File: src/sv/psf_pkg.sv
`timescale 1ns / 1ps
// Shared types, constants and helpers for the PNG scanline filter.
package psf_pkg;

   // Defaults for the top-level parameters
   localparam int unsigned MaxLineBytesDef = 16384;
   localparam int unsigned MaxBppDef       = 8;

   // Neighbor history depth (covers the largest pixel size)
   localparam int unsigned HistDepth = 8;
   localparam int unsigned HistIdxW  = $clog2(HistDepth);

   localparam int unsigned MinLineBytes = 2;

   // APB register file geometry
   localparam int unsigned CsrAddrW = 4;
   localparam int unsigned CsrDataW = 32;

   typedef enum logic [1:0] {
      REG_DECODE_MODE = 2'd0,
      REG_BYTES_PER_PIXEL = 2'd1,
      REG_LINE_BYTES = 2'd2
   } reg_idx_type;

   // Filter-type codes carried in the first byte of a scanline
   localparam logic [7:0] FILT_NONE    = 8'd0;
   localparam logic [7:0] FILT_SUB     = 8'd1;
   localparam logic [7:0] FILT_UP      = 8'd2;
   localparam logic [7:0] FILT_AVERAGE = 8'd3;
   localparam logic [7:0] FILT_PAETH   = 8'd4;

   typedef struct packed {
      logic        decode_mode;
      logic [3:0]  bytes_per_pixel;
      logic [14:0] line_bytes;
   } cfg_type;

   localparam cfg_type CfgReset = '{decode_mode: 1'b1, bytes_per_pixel: 4'd1,
                                    line_bytes: 15'd2};

   function automatic logic [9:0] abs10(input logic signed [9:0] v);
      abs10 = v[9] ? 10'(-v) : 10'(v);
   endfunction

endpackage

File: src/sv/psf_csr.sv
`timescale 1ns / 1ps
// APB-style configuration registers of the PNG scanline filter.
module psf_csr (
   input  logic                         clock,
   input  logic                         reset,
   input  logic                         psel,
   input  logic                         penable,
   input  logic                         pwrite,
   input  logic [psf_pkg::CsrAddrW-1:0] paddr,
   input  logic [psf_pkg::CsrDataW-1:0] pwdata,
   output logic [psf_pkg::CsrDataW-1:0] prdata,
   output logic                         pready,
   output psf_pkg::cfg_type             cfg
);

   psf_pkg::cfg_type cfg_ff, cfg_in;
   logic [1:0]       reg_idx;
   logic             wr_en;

   assign pready  = 1'b1;
   assign reg_idx = paddr[psf_pkg::CsrAddrW-1:2];
   assign wr_en   = psel & penable & pwrite;
   assign cfg     = cfg_ff;

   always_comb begin
      cfg_in = cfg_ff;
      if (wr_en) begin
         unique case (reg_idx)
            psf_pkg::REG_DECODE_MODE:     cfg_in.decode_mode     = pwdata[0];
            psf_pkg::REG_BYTES_PER_PIXEL: cfg_in.bytes_per_pixel = pwdata[3:0];
            psf_pkg::REG_LINE_BYTES:      cfg_in.line_bytes      = pwdata[14:0];
            default: ;
         endcase
      end
   end

   always_comb begin
      unique case (reg_idx)
         psf_pkg::REG_DECODE_MODE:     prdata = psf_pkg::CsrDataW'(cfg_ff.decode_mode);
         psf_pkg::REG_BYTES_PER_PIXEL: prdata = psf_pkg::CsrDataW'(cfg_ff.bytes_per_pixel);
         psf_pkg::REG_LINE_BYTES:      prdata = psf_pkg::CsrDataW'(cfg_ff.line_bytes);
         default:                      prdata = '0;
      endcase
   end

   always_ff @(posedge clock) begin
      if (reset) begin
         cfg_ff <= psf_pkg::CfgReset;
      end else begin
         cfg_ff <= cfg_in;
      end
   end

endmodule

File: config.mk
export PLATFORM = sky130hd
export DESIGN_NAME = psf_csr
export DESIGN_NICKNAME = d
export VERILOG_FILES = /design/src/sv/psf_pkg.sv /design/src/sv/psf_csr.sv
export SDC_FILE = /design/constraint.sdc
export NUM_CORES = 1
export LEC_CHECK = 0
export BUFFER_PORTS_ARGS = -buffer_cell sky130_fd_sc_hd__buf_2
export CAP_MARGIN = 20
export CORE_UTILIZATION = 33
export CTS_CLUSTER_DIAMETER = 30
export CTS_CLUSTER_SIZE = 25
export DETAILED_ROUTE_END_ITERATION = 8
export GPL_TIMING_DRIVEN = 1
export PLACE_DENSITY = 0.73
export SLEW_MARGIN = 0
export SYNTH_ARGS = -nofsm -noshare
export SYNTH_HDL_FRONTEND = slang
export SYNTH_SLANG_ARGS = --single-unit
File: constraint.sdc
create_clock -name clock -period 0.9 [get_ports clock]
set_input_delay 0.135 -clock clock [delete_from_list [all_inputs] [get_ports clock]]
set_output_delay 0.135 -clock clock [all_outputs]
set_load 0.03 [all_outputs]
==> qor.yml <==
overflow: 0
rsz0062_at_grt: "true"
r2r_start: "cfg[8]$_SDFFE_PP0P_"
viasPerCell: 4.32
initial_utilization_pct: 34.5
outcome: "finished with violations"
die_area_um2: 3760
syn_inst: 127
clock.fmax_mhz: 855
clock-skew-final_ns: 0
synth_top_family_by_area: "simple AND/OR/NAND/NOR gates"
synthAdderAreaFrac_pct: 0
routed-wl-met3_um: 163
hold_depth: 3
min_period_over_period_pct: 130
p_int_w: 0.00129
tritoncts: "done"
antenna_left: 0
fin_ws_ns: -0.270
syn_to_final_growth_pct: 71.3
min_path_type: "input pin to register"
clkPwrFrac_pct: 29.0
largest_reg_flops: 20
io_pins: 94
wl_met2_um: 1520
timing.hold.worst_endpoint: "cfg[4]$_SDFFE_PP0P_"
muxShareOfSynthArea_pct: 18.1
netlist.area_leader.share_pct: 34.5
htreeDepth: 1
r2r_cells: 4
ys_types: 18
cts.clk_slew.worst_paths_ns: 0.12
critPathKind: "register to output port"
setup_viol: 35
grt_max_degree: 38
cts_buffers: 3
drtIter0Drc: 31
hold_start: "pwdata[4]"
worstPathCellList: "a22o_4, buf_6"
fill_cells: 310
clockBufferDepth: 2
netlist_area_um2: 1160
drt_pass1_iterations: 4
slowest_delay_ns: 0.36
start_kind: "register"
maxCapViolCount: 0
slew_viol_final: 0
num_vias: 1076
violations: "negative setup slack"
netlist_top_cells_count: "nand2b_1, mux2i_1, dfxtp_1, buf_4, and2_1"
die_h_um: 61.3
antenna_cells: 0
die_w_um: 61.3
port_buffers: 56
drc: 0
power_frac_comb_pct: 22.0
clock-sinks: 20
coreArea_um2: 3360
globalplace.congestion: 0.725
dpl_cell_area_um2: 1510
antenna_found_initial: 0
synth-compound-area-share_pct: 2.69
arrival_ns: 1.04
grt_usage_pct: 16.0
power_frac_seq_pct: 49.0
netlist_top_cells_area: "dfxtp_1, mux2i_1, nand2b_1, buf_4, and2_1"
min_period_ns: 1.17
wl_per_cell_um: 11.8
powerDensity_nw_per_um2: 922
synth-main-ff-cell: "dfxtp_1"
place_inst: 227
ys_warn_count: 0
ys_ff_latch: 20
grt_pass1_vias: 958
syn_avg_cell_area_um2: 9.14
cts_root_buf: "clkbuf_4"
finalNonFillerCells: 249
synth_xor_area_share_pct: 0
drive_gt1_share_pct: 61.6
p_leak_nw: 0.919
totalWireLength_um: 2930
critPathSlowestCell: "dfxtp_2"
synth.most_common_cell: "nand2b_1"
yosys.area_share.simple_pct: 29.1
met1Wirelength_um: 1220
switching_power_w: 0.000540
fin_area_um2: 1990
p_sw_share_pct: 29.5
crit_fanout: 2
synth_seq_area_share_pct: 34.5
crit_path_end_kind: "output port"
required_ns: 0.76
topRoutingLayerUsed: "met4"
clock_latency_ns: 0.30
regToRegSetupSlack_ns: 0.12
num_rows: 21
grt_pass1_wl_um: 4320
synth-edff-count: 0
yosys.area.top_type: "dfxtp_1"
r2r_end: "cfg[8]$_SDFFE_PP0P_"
synthArstFlopShare_pct: 0
fin_nets: 245
dp_hpwl_um: 1750
peakVddDrop_v: 0.000614
hold_violations: 0
routing by layer:
| metal | vias up | track usage, % |
|---|---|---|
| met5 | - | 0 |
| met4 | 0 | 5.84 |
| met3 | 2 | 3.78 |
| met2 | 46 | 27.8 |
| met1 | 504 | 19.3 |
| li1 | 524 | - |
layout by cell type (no fill, tap or decap):
| cell type | count |
|---|---|
| a22o_2 | 2 |
| a22o_4 | 1 |
| and2_4 | 11 |
| and2b_2 | 2 |
| and2b_4 | 1 |
| buf_12 | 1 |
| buf_2 | 21 |
| buf_4 | 13 |
| buf_6 | 45 |
| clkbuf_4 | 3 |
| clkbuf_8 | 1 |
| conb_1 | 18 |
| dfxtp_2 | 16 |
| dfxtp_4 | 4 |
| mux2i_1 | 20 |
| mux2i_4 | 1 |
| nand2_1 | 1 |
| nand2b_1 | 32 |
| nand3_4 | 1 |
| nand4_1 | 1 |
| nor2_1 | 5 |
| nor3_1 | 1 |
| nor3b_4 | 1 |
| o21ai_2 | 1 |
timing repair:
item | CTS | global route
hold buffers | 0 | 0
resized for setup | 100 | 10
buffers inserted | 12 | 6
cloned | 1 | 0
pin swaps | 1 | 0
endpoints found under the setup margin | 35 | 36
kinds of logic (layout without fill, tap and decap cells):
| group | after synthesis | after routing |
|---|---|---|
| compound gates | 4 | 4 |
| buf+inv | 25 | 84 |
| flops | 20 | 20 |
| mux | 21 | 21 |
| other cells | 2 | 18 |
| simple gates | 55 | 56 |
power groups by stage:
stage	combinational [W]	clock, W	sequential [W]
after floorplan	0.000280	0	0.000942
after global placement	0.000342	0	0.000920
after detailed placement	0.000345	0	0.000920
after CTS	0.000393	0.000558	0.000903
after global routing	0.000436	0.000598	0.000900
final	0.000404	0.000532	0.000898
metrics by stage:
stage	setup TNS (ns)	setup WS, ns	total power [W]	hold slack [ns]	util, %
after floorplan	-0.390	-0.0408	0.00122	0.283	-
after global placement	-6.18	-0.241	0.00126	0.397	44.8
after detailed placement	-6.84	-0.263	0.00126	0.399	44.8
after CTS	-4.58	-0.304	0.00185	0.0574	56.9
after global routing	-6.00	-0.311	0.00193	0.0601	59.2
final	-4.42	-0.270	0.00183	0.0688	59.2
worst max-delay path: cells and delay by family (launching register included):
kind            cells  cell delay (ns)
flops               1             0.36
compound gates      1             0.24
buf+inv             1             0.13
worst max-delay path by stage:
stage	to	startpoint	slack [ns]
floorplan	prdata[0]	cfg[15]$_SDFFE_PP1P_	-0.04
global placement	prdata[2]	paddr[3]	-0.24
detailed placement	prdata[0]	paddr[2]	-0.26
CTS	prdata[0]	cfg[15]$_SDFFE_PP1P_	-0.30
global route	prdata[3]	cfg[18]$_SDFFE_PP0P_	-0.31
finish	prdata[3]	cfg[3]$_SDFFE_PP0P_	-0.27
layout make-up:
type	count	area [µm²]	share of cell area [%]
Multi-Input combinational cell	99	731	36.7
Clock buffer	4	36.3	1.82
Sequential cell	20	435	21.9
Tap cell	46	57.6	2.89
Timing Repair Buffer	80	729	36.7
Power figures use the tool's default switching activity.
