[src/sv/psf_pkg.sv]
`timescale 1ns / 1ps
// Shared types, constants and helpers for the PNG scanline filter.
package psf_pkg;

   // Defaults for the top-level parameters
   localparam int unsigned MaxLineBytesDef = 16384;
   localparam int unsigned MaxBppDef       = 8;

   // Neighbor history depth (covers the largest pixel size)
   localparam int unsigned HistDepth = 8;
   localparam int unsigned HistIdxW  = $clog2(HistDepth);

   localparam int unsigned MinLineBytes = 2;

   // APB register file geometry
   localparam int unsigned CsrAddrW = 4;
   localparam int unsigned CsrDataW = 32;

   typedef enum logic [1:0] {
      REG_DECODE_MODE = 2'd0,
      REG_BYTES_PER_PIXEL = 2'd1,
      REG_LINE_BYTES = 2'd2
   } reg_idx_type;

   // Filter-type codes carried in the first byte of a scanline
   localparam logic [7:0] FILT_NONE    = 8'd0;
   localparam logic [7:0] FILT_SUB     = 8'd1;
   localparam logic [7:0] FILT_UP      = 8'd2;
   localparam logic [7:0] FILT_AVERAGE = 8'd3;
   localparam logic [7:0] FILT_PAETH   = 8'd4;

   typedef struct packed {
      logic        decode_mode;
      logic [3:0]  bytes_per_pixel;
      logic [14:0] line_bytes;
   } cfg_type;

   localparam cfg_type CfgReset = '{decode_mode: 1'b1, bytes_per_pixel: 4'd1,
                                    line_bytes: 15'd2};

   function automatic logic [9:0] abs10(input logic signed [9:0] v);
      abs10 = v[9] ? 10'(-v) : 10'(v);
   endfunction

endpackage

[src/sv/psf_predictor.sv]
`timescale 1ns / 1ps
// Predictor select: None, Sub, Up, Average and Paeth.
module psf_predictor (
   input  logic [7:0] filter_type,
   input  logic [7:0] left,
   input  logic [7:0] up,
   input  logic [7:0] up_left,
   output logic [7:0] pred
);

   logic [8:0] avg_sum;
   logic [9:0] pa, pb, pc;
   logic [7:0] paeth;

   assign avg_sum = {1'b0, left} + {1'b0, up};

   // pa = |b-c|, pb = |a-c|, pc = |a+b-2c|
   assign pa = psf_pkg::abs10(signed'({2'b00, up}) - signed'({2'b00, up_left}));
   assign pb = psf_pkg::abs10(signed'({2'b00, left}) - signed'({2'b00, up_left}));
   assign pc = psf_pkg::abs10(signed'({1'b0, avg_sum}) - signed'({1'b0, up_left, 1'b0}));

   always_comb begin
      if (pa <= pb && pa <= pc) begin
         paeth = left;
      end else if (pb <= pc) begin
         paeth = up;
      end else begin
         paeth = up_left;
      end
   end

   always_comb begin
      unique case (filter_type)
         psf_pkg::FILT_SUB:     pred = left;
         psf_pkg::FILT_UP:      pred = up;
         psf_pkg::FILT_AVERAGE: pred = avg_sum[8:1];
         psf_pkg::FILT_PAETH:   pred = paeth;
         default:               pred = 8'd0;  // None and unknown types
      endcase
   end

endmodule

[config.mk]
export PLATFORM = sky130hd
export DESIGN_NAME = psf_predictor
export DESIGN_NICKNAME = d
export VERILOG_FILES = /design/src/sv/psf_pkg.sv /design/src/sv/psf_predictor.sv
export SDC_FILE = /design/constraint.sdc
export NUM_CORES = 1
export LEC_CHECK = 0
export BUFFER_PORTS_ARGS = -buffer_cell sky130_fd_sc_hd__buf_2
export CAP_MARGIN = 10
export CORE_UTILIZATION = 31
export DETAILED_ROUTE_END_ITERATION = 10
export SLEW_MARGIN = 20
export SYNTH_ARGS = -nofsm -noshare
export SYNTH_HDL_FRONTEND = slang
export SYNTH_SLANG_ARGS = --single-unit
[constraint.sdc]
create_clock -name vclk -period 16.58
set_input_delay 2.487 -clock vclk [all_inputs]
set_output_delay 2.487 -clock vclk [all_outputs]
set_load 0.01 [all_outputs]
==> results of run 1 <==
## logic make-up (layout without fill, tap and decap cells)
family,Yosys count,after routing,share of synthesized area
fa+ha+maj,68,68,0.2984
other cells,2,4,0.002544
compound gates,120,120,0.2904
mux,11,11,0.03815
xor+xnor,43,43,0.1276
buf+inv,34,70,0.04323
simple gates,115,115,0.1997
## cell type report
| cell class | instances | share of cell area |
|---|---|---|
| Multi-Input combinational cell | 361 | 0.8565 |
| Timing Repair Buffer | 40 | 0.06056 |
| Tap cell | 129 | 0.04883 |
| Inverter | 30 | 0.03407 |
## synth_stat cells, types with 2 or more instances
cell / count
o22ai_1: 6
nand2b_1: 6
xnor2_1: 23
o31ai_1: 3
nor2_1: 35
clkbuf_1: 4
nand4_1: 7
nor3_1: 5
o21ai_0: 19
a21o_1: 8
o221ai_1: 9
a22o_1: 4
o211ai_1: 2
nor2b_1: 5
nand2_1: 15
o21ai_1: 3
o2111ai_1: 2
conb_1: 2
or4_1: 2
inv_1: 29
mux2i_1: 9
a211oi_1: 7
a21oi_1: 27
ha_1: 64
mux2_2: 2
xor2_1: 20
or2_2: 5
and2_1: 2
o21a_1: 6
o21bai_1: 3
fa_1: 4
a31oi_1: 6
nand3_1: 16
or3_1: 6
nand3b_1: 2
## metrics by stage
step                      instance area [µm²]  utilization  hold WS, ps  power (µW)
after floorplan                          2959            -         5142       214.2
after global placement                   3306       0.3578         5401       268.5
after detailed placement                 3306       0.3578         5400       274.8
after CTS                                3306       0.3578         5405       276.1
after global routing                     3306       0.3578         5449       314.9
final                                    3306       0.3578         5401       277.6
## worst paths after layout
check,end,slack (ps),depth (start not counted)
setup / recovery,pred[3],6530,20
hold / removal,pred[2],5400,4
## layer usage
layer  track usage  wire [µm]  share of wire
met5             0          0              0
met4       0.01584         58         0.0067
met3      0.003514        363          0.042
met2        0.3210       4067           0.47
met1        0.2395       4156           0.48
## power breakdown
| part | switching [µW] | total [µW] | internal (µW) |
|---|---|---|---|
| Combinational | 160 | 278 | 117 |
| Clock | 0 | 0 | 0 |
| Sequential | 0 | 0 | 0 |
| Total | 160 | 278 | 117 |
## worst max-delay path, delay by kind of cell
family | cells | cell delay (ps)
AO/OA/AOI/OAI | 7 | 1820
AND/OR/NAND/NOR | 6 | 1530
adder cells (fa/ha/maj) | 4 | 1260
buffers and inverters | 2 | 300
XOR/XNOR | 1 | 160
==> reports/results.ini, run 1 <==
[setup_path]
cp_slowest_cell=or4_1
cp-end-kind=output pin
crit_start=up[0]
start_kind=input port
cp.arrival_ps=7560
path_class=in -> out
crit_chain=buf_2 -> ha_1 -> fa_1 -> a211oi_1 -> nor2_1 -> o21ai_0 -> xnor2_1 -> ha_1 -> or2_2 -> o311a_4 -> o21ai_4 -> nand2_1 -> or4_1 -> ha_1 -> and2_1 -> a221oi_1 -> o32a_1 -> nand3_1 -> o221ai_1 -> buf_2
cp_max_fo=10
path_common_cell=ha_1
slowest_delay_ps=570
critPathRequiredTime_ps=14090

[synthesis]
yosysWarnings=0
syn_area_mm2=0.002952
synth.avg_cell_area_um2=7.510
synthCells=393
synth_largest_area_cell=ha_1
ys_types=60
ys_seq_area_frac=0
synth_top_area_share=0.2713
ys_top_cells_by_area=ha_1 (27%), xnor2_1 (6.8%), xor2_1 (5.9%)

[detailed_routing]
final_antenna_net_count=0
wl_per_cell_um=15.44
dr.pass1.iters=4
routed_via_density=5.459
drc=0
routed-via-count=3057
route.final.wire_length_um=8645
drtIter0Drc=206

[cells_and_area]
syn_to_final_growth_pct=12.00
drive_above_1_share=0.1299
antenna_cells=0
clock_buffers=0
regArea_um2=0
final_cell_mix=ha_1 (64), buf_2 (40), nor2_1 (35)
final_common_cell=ha_1
nets=533
fin_cells=560
fillers=966
multi_input_area_mm2=0.002831
seq_cells=0

[floorplanning]
die_area_mm2=0.009915
start_util=0.3194
die-width_um=99.58
die_y_um=99.58
io_pins=40
core_mm2=0.009240
core.rowCount=35

[grt]
antenna_found_initial=0
grt_util_all_layers=0.1761
grt_max_degree=22
first_global_vias=2874
grt_pass1_wl_um=14220
overflow=0

[placed_design]
gp_congestion=0.9151
io_buffer_count=40
hpwl_um=7462
dpl.cell_count=560
place_ws_ps=6524

[pwr]
power.density_mw_per_mm2=83.97
p_leak_uw=0.001547
ir_drop_uv=31.54

[clock_tree]
post_cts_resize_count=0
post_cts_buffers=0
ctsHoldBuffers=0

[sta]
setup_ws_ps=6530
fin_tns_setup_ps=0
finalSetupViolCount=0
worstMarginPinSlew_ps=610.0
slew_headroom=0.5899
post-route-period-util=0.6062
achievable-frequency_ghz=0.09950
final_max_slew_viol_count=0
rsz0062_at_grt=no
report.final.hold_viol_count=0
period_needed_ps=10050

[status]
status=finished, final reports clean

[run]
drv_cap=0

[min_path]
hold_class=in -> out
hp-start=up_left[2]

No activity file was read; power rests on OpenSTA's default activity.
==> run 2, diff against run 1 <==
ABC_AREA = 1   (was not set)
clock period = 8.95 ns   (was 16.58 ns; I/O delays follow)
==> reports/results.ini, run 2 <==
[synthesis]
ys_seq_area_frac=0
ys_types=36
synth-adder-area-share=0.2682
ys_top_cells_by_area=ha_1 (24%), nand2_1 (19%), inv_1 (12%)
synth-simple-area-share=0.4008
synthCells=569
netlist_top_cells_count=nand2_1 (162), inv_1 (107), ha_1 (64)
yosysWarnings=0
synth.avg_cell_area_um2=5.772
synth_top_area_share=0.2438
synth_top_family_by_area=simple AND/OR/NAND/NOR gates
synth_mux_area_frac=0
syn_area_mm2=0.003284
synth.most_common_cell=nand2_1
synth_compound_area_frac=0.1242
synth_xor_area_frac=0.07086
synth_largest_area_cell=ha_1

[cells_and_area]
seq_cells=0
final_common_cell=nand2_1
drive_above_1_share=0.1166
fin_cells=745
antenna_cells=0
final_cell_mix=nand2_1 (162), inv_1 (107), ha_1 (64)
regArea_um2=0
nets=711
syn_to_final_growth_pct=11.05
clock_buffers=0

[pwr]
p_leak_uw=0.002235
power.density_mw_per_mm2=134.9
ir_drop_uv=58.50

[setup_path]
critPathRequiredTime_ps=7610
cp-end-kind=output pin
cp_max_fo=13
path_common_cell=nand2_1
cp.arrival_ps=5930
start_kind=input port
cp_slowest_cell=fa_1
path_class=in -> out
slowest_delay_ps=440

[detailed_routing]
wl_per_cell_um=12.95
drtIter0Drc=200
drc=0
final_antenna_net_count=0
routed-via-count=3616
dr.pass1.iters=5
routed_via_density=4.854
route.final.wire_length_um=9646

[floorplanning]
core.rowCount=37
io_pins=40
core_mm2=0.01028
die_area_mm2=0.01101
die-width_um=104.9
die_y_um=104.9
start_util=0.3196

[sta]
worstMarginPinSlew_ps=517.2
achievable-frequency_ghz=0.1375
slew_headroom=0.6533
rsz0062_at_grt=no
period_needed_ps=7271
post-route-period-util=0.8124
finalSetupViolCount=0
report.final.hold_viol_count=0
final_max_slew_viol_count=0
fin_tns_setup_ps=0

[status]
status=finished, final reports clean

[grt]
grt_util_all_layers=0.1800
grt_pass1_wl_um=16300
antenna_found_initial=0
overflow=0
grt_max_degree=14
first_global_vias=3529

[placed_design]
hpwl_um=8422
dpl.cell_count=745
gp_congestion=0.8627
io_buffer_count=40

[clock_tree]
post_cts_resize_count=0
post_cts_buffers=0
ctsHoldBuffers=0

[run]
drv_cap=0

[min_path]
hold_class=in -> out

[run 2: changes by cell type after synthesis, moves of 6 or more]
cell / change
inv_1: +78
xnor2_1: -21
nand2b_1: -6
nand3_1: +30
nand4_1: +18
a211oi_1: -7
or3_1: -6
o221ai_1: -9
nand2_1: +147
nor2_1: -7
nand2_2: +9
mux2i_1: -9
inv_2: +6
[run 2: worst paths after layout]
kind	from	to	slack, ps	cells after the start
worst max-delay path	left[0]	pred[0]	1680	28
worst min-delay path	left[7]	pred[7]	3110	4
[run 2: layout make-up]
class | count | area [µm²]
multi-input combinational | 456 | 2853
fill | 1147 | 6630
timing repair buffer | 40 | 200.2
inverter | 113 | 424.2
tap | 136 | 170.2
[run 2: per-stage QoR]
step           total power, µW  hold WS, ps    util  worst slack (ps)  area, µm²
2_1_floorplan            376.1         2846       -              2654       3292
5_1_grt                  572.7         3132  0.3549              1227       3647
3_3_place_gp             473.1         3103  0.3549              1715       3647
6_report                 492.0         3106  0.3549              1679       3647
3_5_place_dp             485.2         3089  0.3549              1748       3647
4_1_cts                  487.6         3094  0.3549              1732       3647
[run 2: per-layer routing]
metal / GRT usage / wire (µm) / vias to the layer above
met3: 0.006238 / 373 / 10
met4: 0.03018 / 135 / 0
met1: 0.2408 / 4697 / 1588
li1: - / - / 1927
met5: 0 / 0 / -
met2: 0.3236 / 4439 / 91
[run 2: critical path, delay by kind of cell]
| kind | cells | cell delay, ps |
|---|---|---|
| buf+inv | 5 | 560 |
| xor+xnor | 1 | 310 |
| simple gates | 16 | 1980 |
| fa+ha+maj | 4 | 1340 |
| compound gates | 2 | 380 |
[run 2: power breakdown]
| part | total [µW] | internal (µW) | switching (µW) |
|---|---|---|---|
| clock | 0 | 0 | 0 |
| combinational | 492 | 179 | 313 |
| sequential | 0 | 0 | 0 |
| total | 492 | 179 | 313 |
[run 2: cells by family (layout without fill, tap and decap cells)]
logic type      Yosys count  in the layout
xor+xnor                 24             24
buf+inv                 115            153
simple gates            290            290
fa+ha+maj                68             68
compound gates           70             70
other cells               2              4
==> run 3, diff against run 2 <==
clock period = 7.1 ns   (was 8.95 ns; I/O delays follow)
==> reports/results.ini, run 3 (synthesis results as in run 2) <==
[detailed_routing]
dr.pass1.iters=5
drc=0
wl_per_cell_um=13.09
routed-via-count=3673
final_antenna_net_count=0
route.final.wire_length_um=9768
routed_via_density=4.924
drtIter0Drc=143

[min_path]
whs_path_depth=4
hold_class=in -> out
hold_end=pred[7]
hp-start=left[7]

[cells_and_area]
syn_to_final_growth_pct=11.43
nets=712
final_common_cell=nand2_1
antenna_cells=0
seq_cells=0
fillers=1172
clock_buffers=0
final_cell_mix=nand2_1 (160), inv_1 (107), ha_1 (64)
regArea_um2=0
multi_input_area_mm2=0.002858
drive_above_1_share=0.1213

[setup_path]
cp.arrival_ps=5460
cp_max_fo=13
path_class=in -> out
critPathRequiredTime_ps=6030
start_kind=input port
cp-end-kind=output pin

[floorplanning]
core_mm2=0.01028
die_y_um=104.9
die-width_um=104.9
core.rowCount=37
die_area_mm2=0.01101
start_util=0.3196
io_pins=40

[pwr]
internal-power_uw=226.5
combPwrFrac=1.000
power_uw=618.1
p_switching_uw=391.6
power.density_mw_per_mm2=168.9
ir_drop_uv=79.86
p_clk_frac=0
seqPwrFrac=0
p_leak_uw=0.002240
swShare=0.6336

[sta]
rsz0062_at_grt=no
slew_headroom=0.6447
fin_tns_setup_ps=0
post-route-period-util=0.9190
report.final.hold_viol_count=0
achievable-frequency_ghz=0.1533
finalSetupViolCount=0
final_max_slew_viol_count=0
period_needed_ps=6525
worstMarginPinSlew_ps=530.1

[grt]
antenna_found_initial=0
first_global_vias=3616
grt_max_degree=14
overflow=0
grt_pass1_wl_um=16870
grt_util_all_layers=0.1843

[run]
drv_cap=0

[placed_design]
hpwl_um=8511
gp_congestion=0.8597
io_buffer_count=40

[status]
status=finished, final reports clean

[clock_tree]
post_cts_buffers=0

## run 3: cell types whose count changed in the layout (fill, tap and decap cells not counted), sizes merged
| cell | delta |
|---|---|
| buf | +1 |
## run 3: through the flow
stage                     setup slack (ps)  instance area, µm²  cells  hold WS, ps    util
after global placement               414.2                3655    746         2547  0.3556
after global routing                 39.19                3660    746         2580  0.3561
after CTS                            457.0                3655    746         2535  0.3556
after floorplan                       1359                3292    571         2291       -
after detailed placement             460.4                3655    746         2531  0.3556
final                                575.3                3660    746         2540  0.3561
## run 3: timing repair
action	4_1_cts	5_1_grt
gates resized for setup	0	2
hold buffers	0	0
endpoints found under the hold margin	0	0
setup endpoints to repair	0	8
## run 3: metal layers
| metal | wire, µm | vias up | global-route usage | part of all wire |
|---|---|---|---|---|
| met1 | 4771 | 1632 | 0.2510 | 0.49 |
| li1 | - | 1933 | - | - |
| met5 | 0 | - | 0 | 0 |
| met3 | 330 | 16 | 0.003743 | 0.034 |
| met4 | 239 | 0 | 0.04427 | 0.024 |
| met2 | 4426 | 92 | 0.3212 | 0.45 |
## run 3: cell type report
type | count | area share
well taps | 136 | 0.04650
repair buffers | 41 | 0.05675
inverters | 113 | 0.1159
multi-input cells | 456 | 0.7809
## run 3: worst max path at each step
stage,end,start,depth (start not counted)
detailed placement,pred[3],left[0],29
global placement,pred[0],left[0],26
floorplan,pred[3],left[0],28
global route,pred[3],left[0],29
finish,pred[0],left[0],26
CTS,pred[3],left[0],29
## run 3: critical path: stages
cell     delay, ps
buf_2          110
ha_1           260
fa_1           440
nand4_1        110
nand3_1        110
or2_2          280
nand2_1         90
inv_1           60
ha_1           330
a21oi_1        250
o21a_1         150
nand2_1        140
inv_1          210
o21ai_2         90
xor2_1         130
inv_1           90
ha_1           280
nand2_1         50
nor2_1         180
nand4_1        260
nand2_2        300
nand2_1        100
nand3_1         90
nand3_1         60
nand2_1        100
buf_2          130
## run 3: power by group through the flow
| stage | combinational [µW] | clock (µW) | sequential (µW) |
|---|---|---|---|
| global route | 725 | 0 | 0 |
| detailed placement | 613 | 0 | 0 |
| finish | 618 | 0 | 0 |
| CTS | 616 | 0 | 0 |
| global placement | 598 | 0 | 0 |
| floorplan | 474 | 0 | 0 |
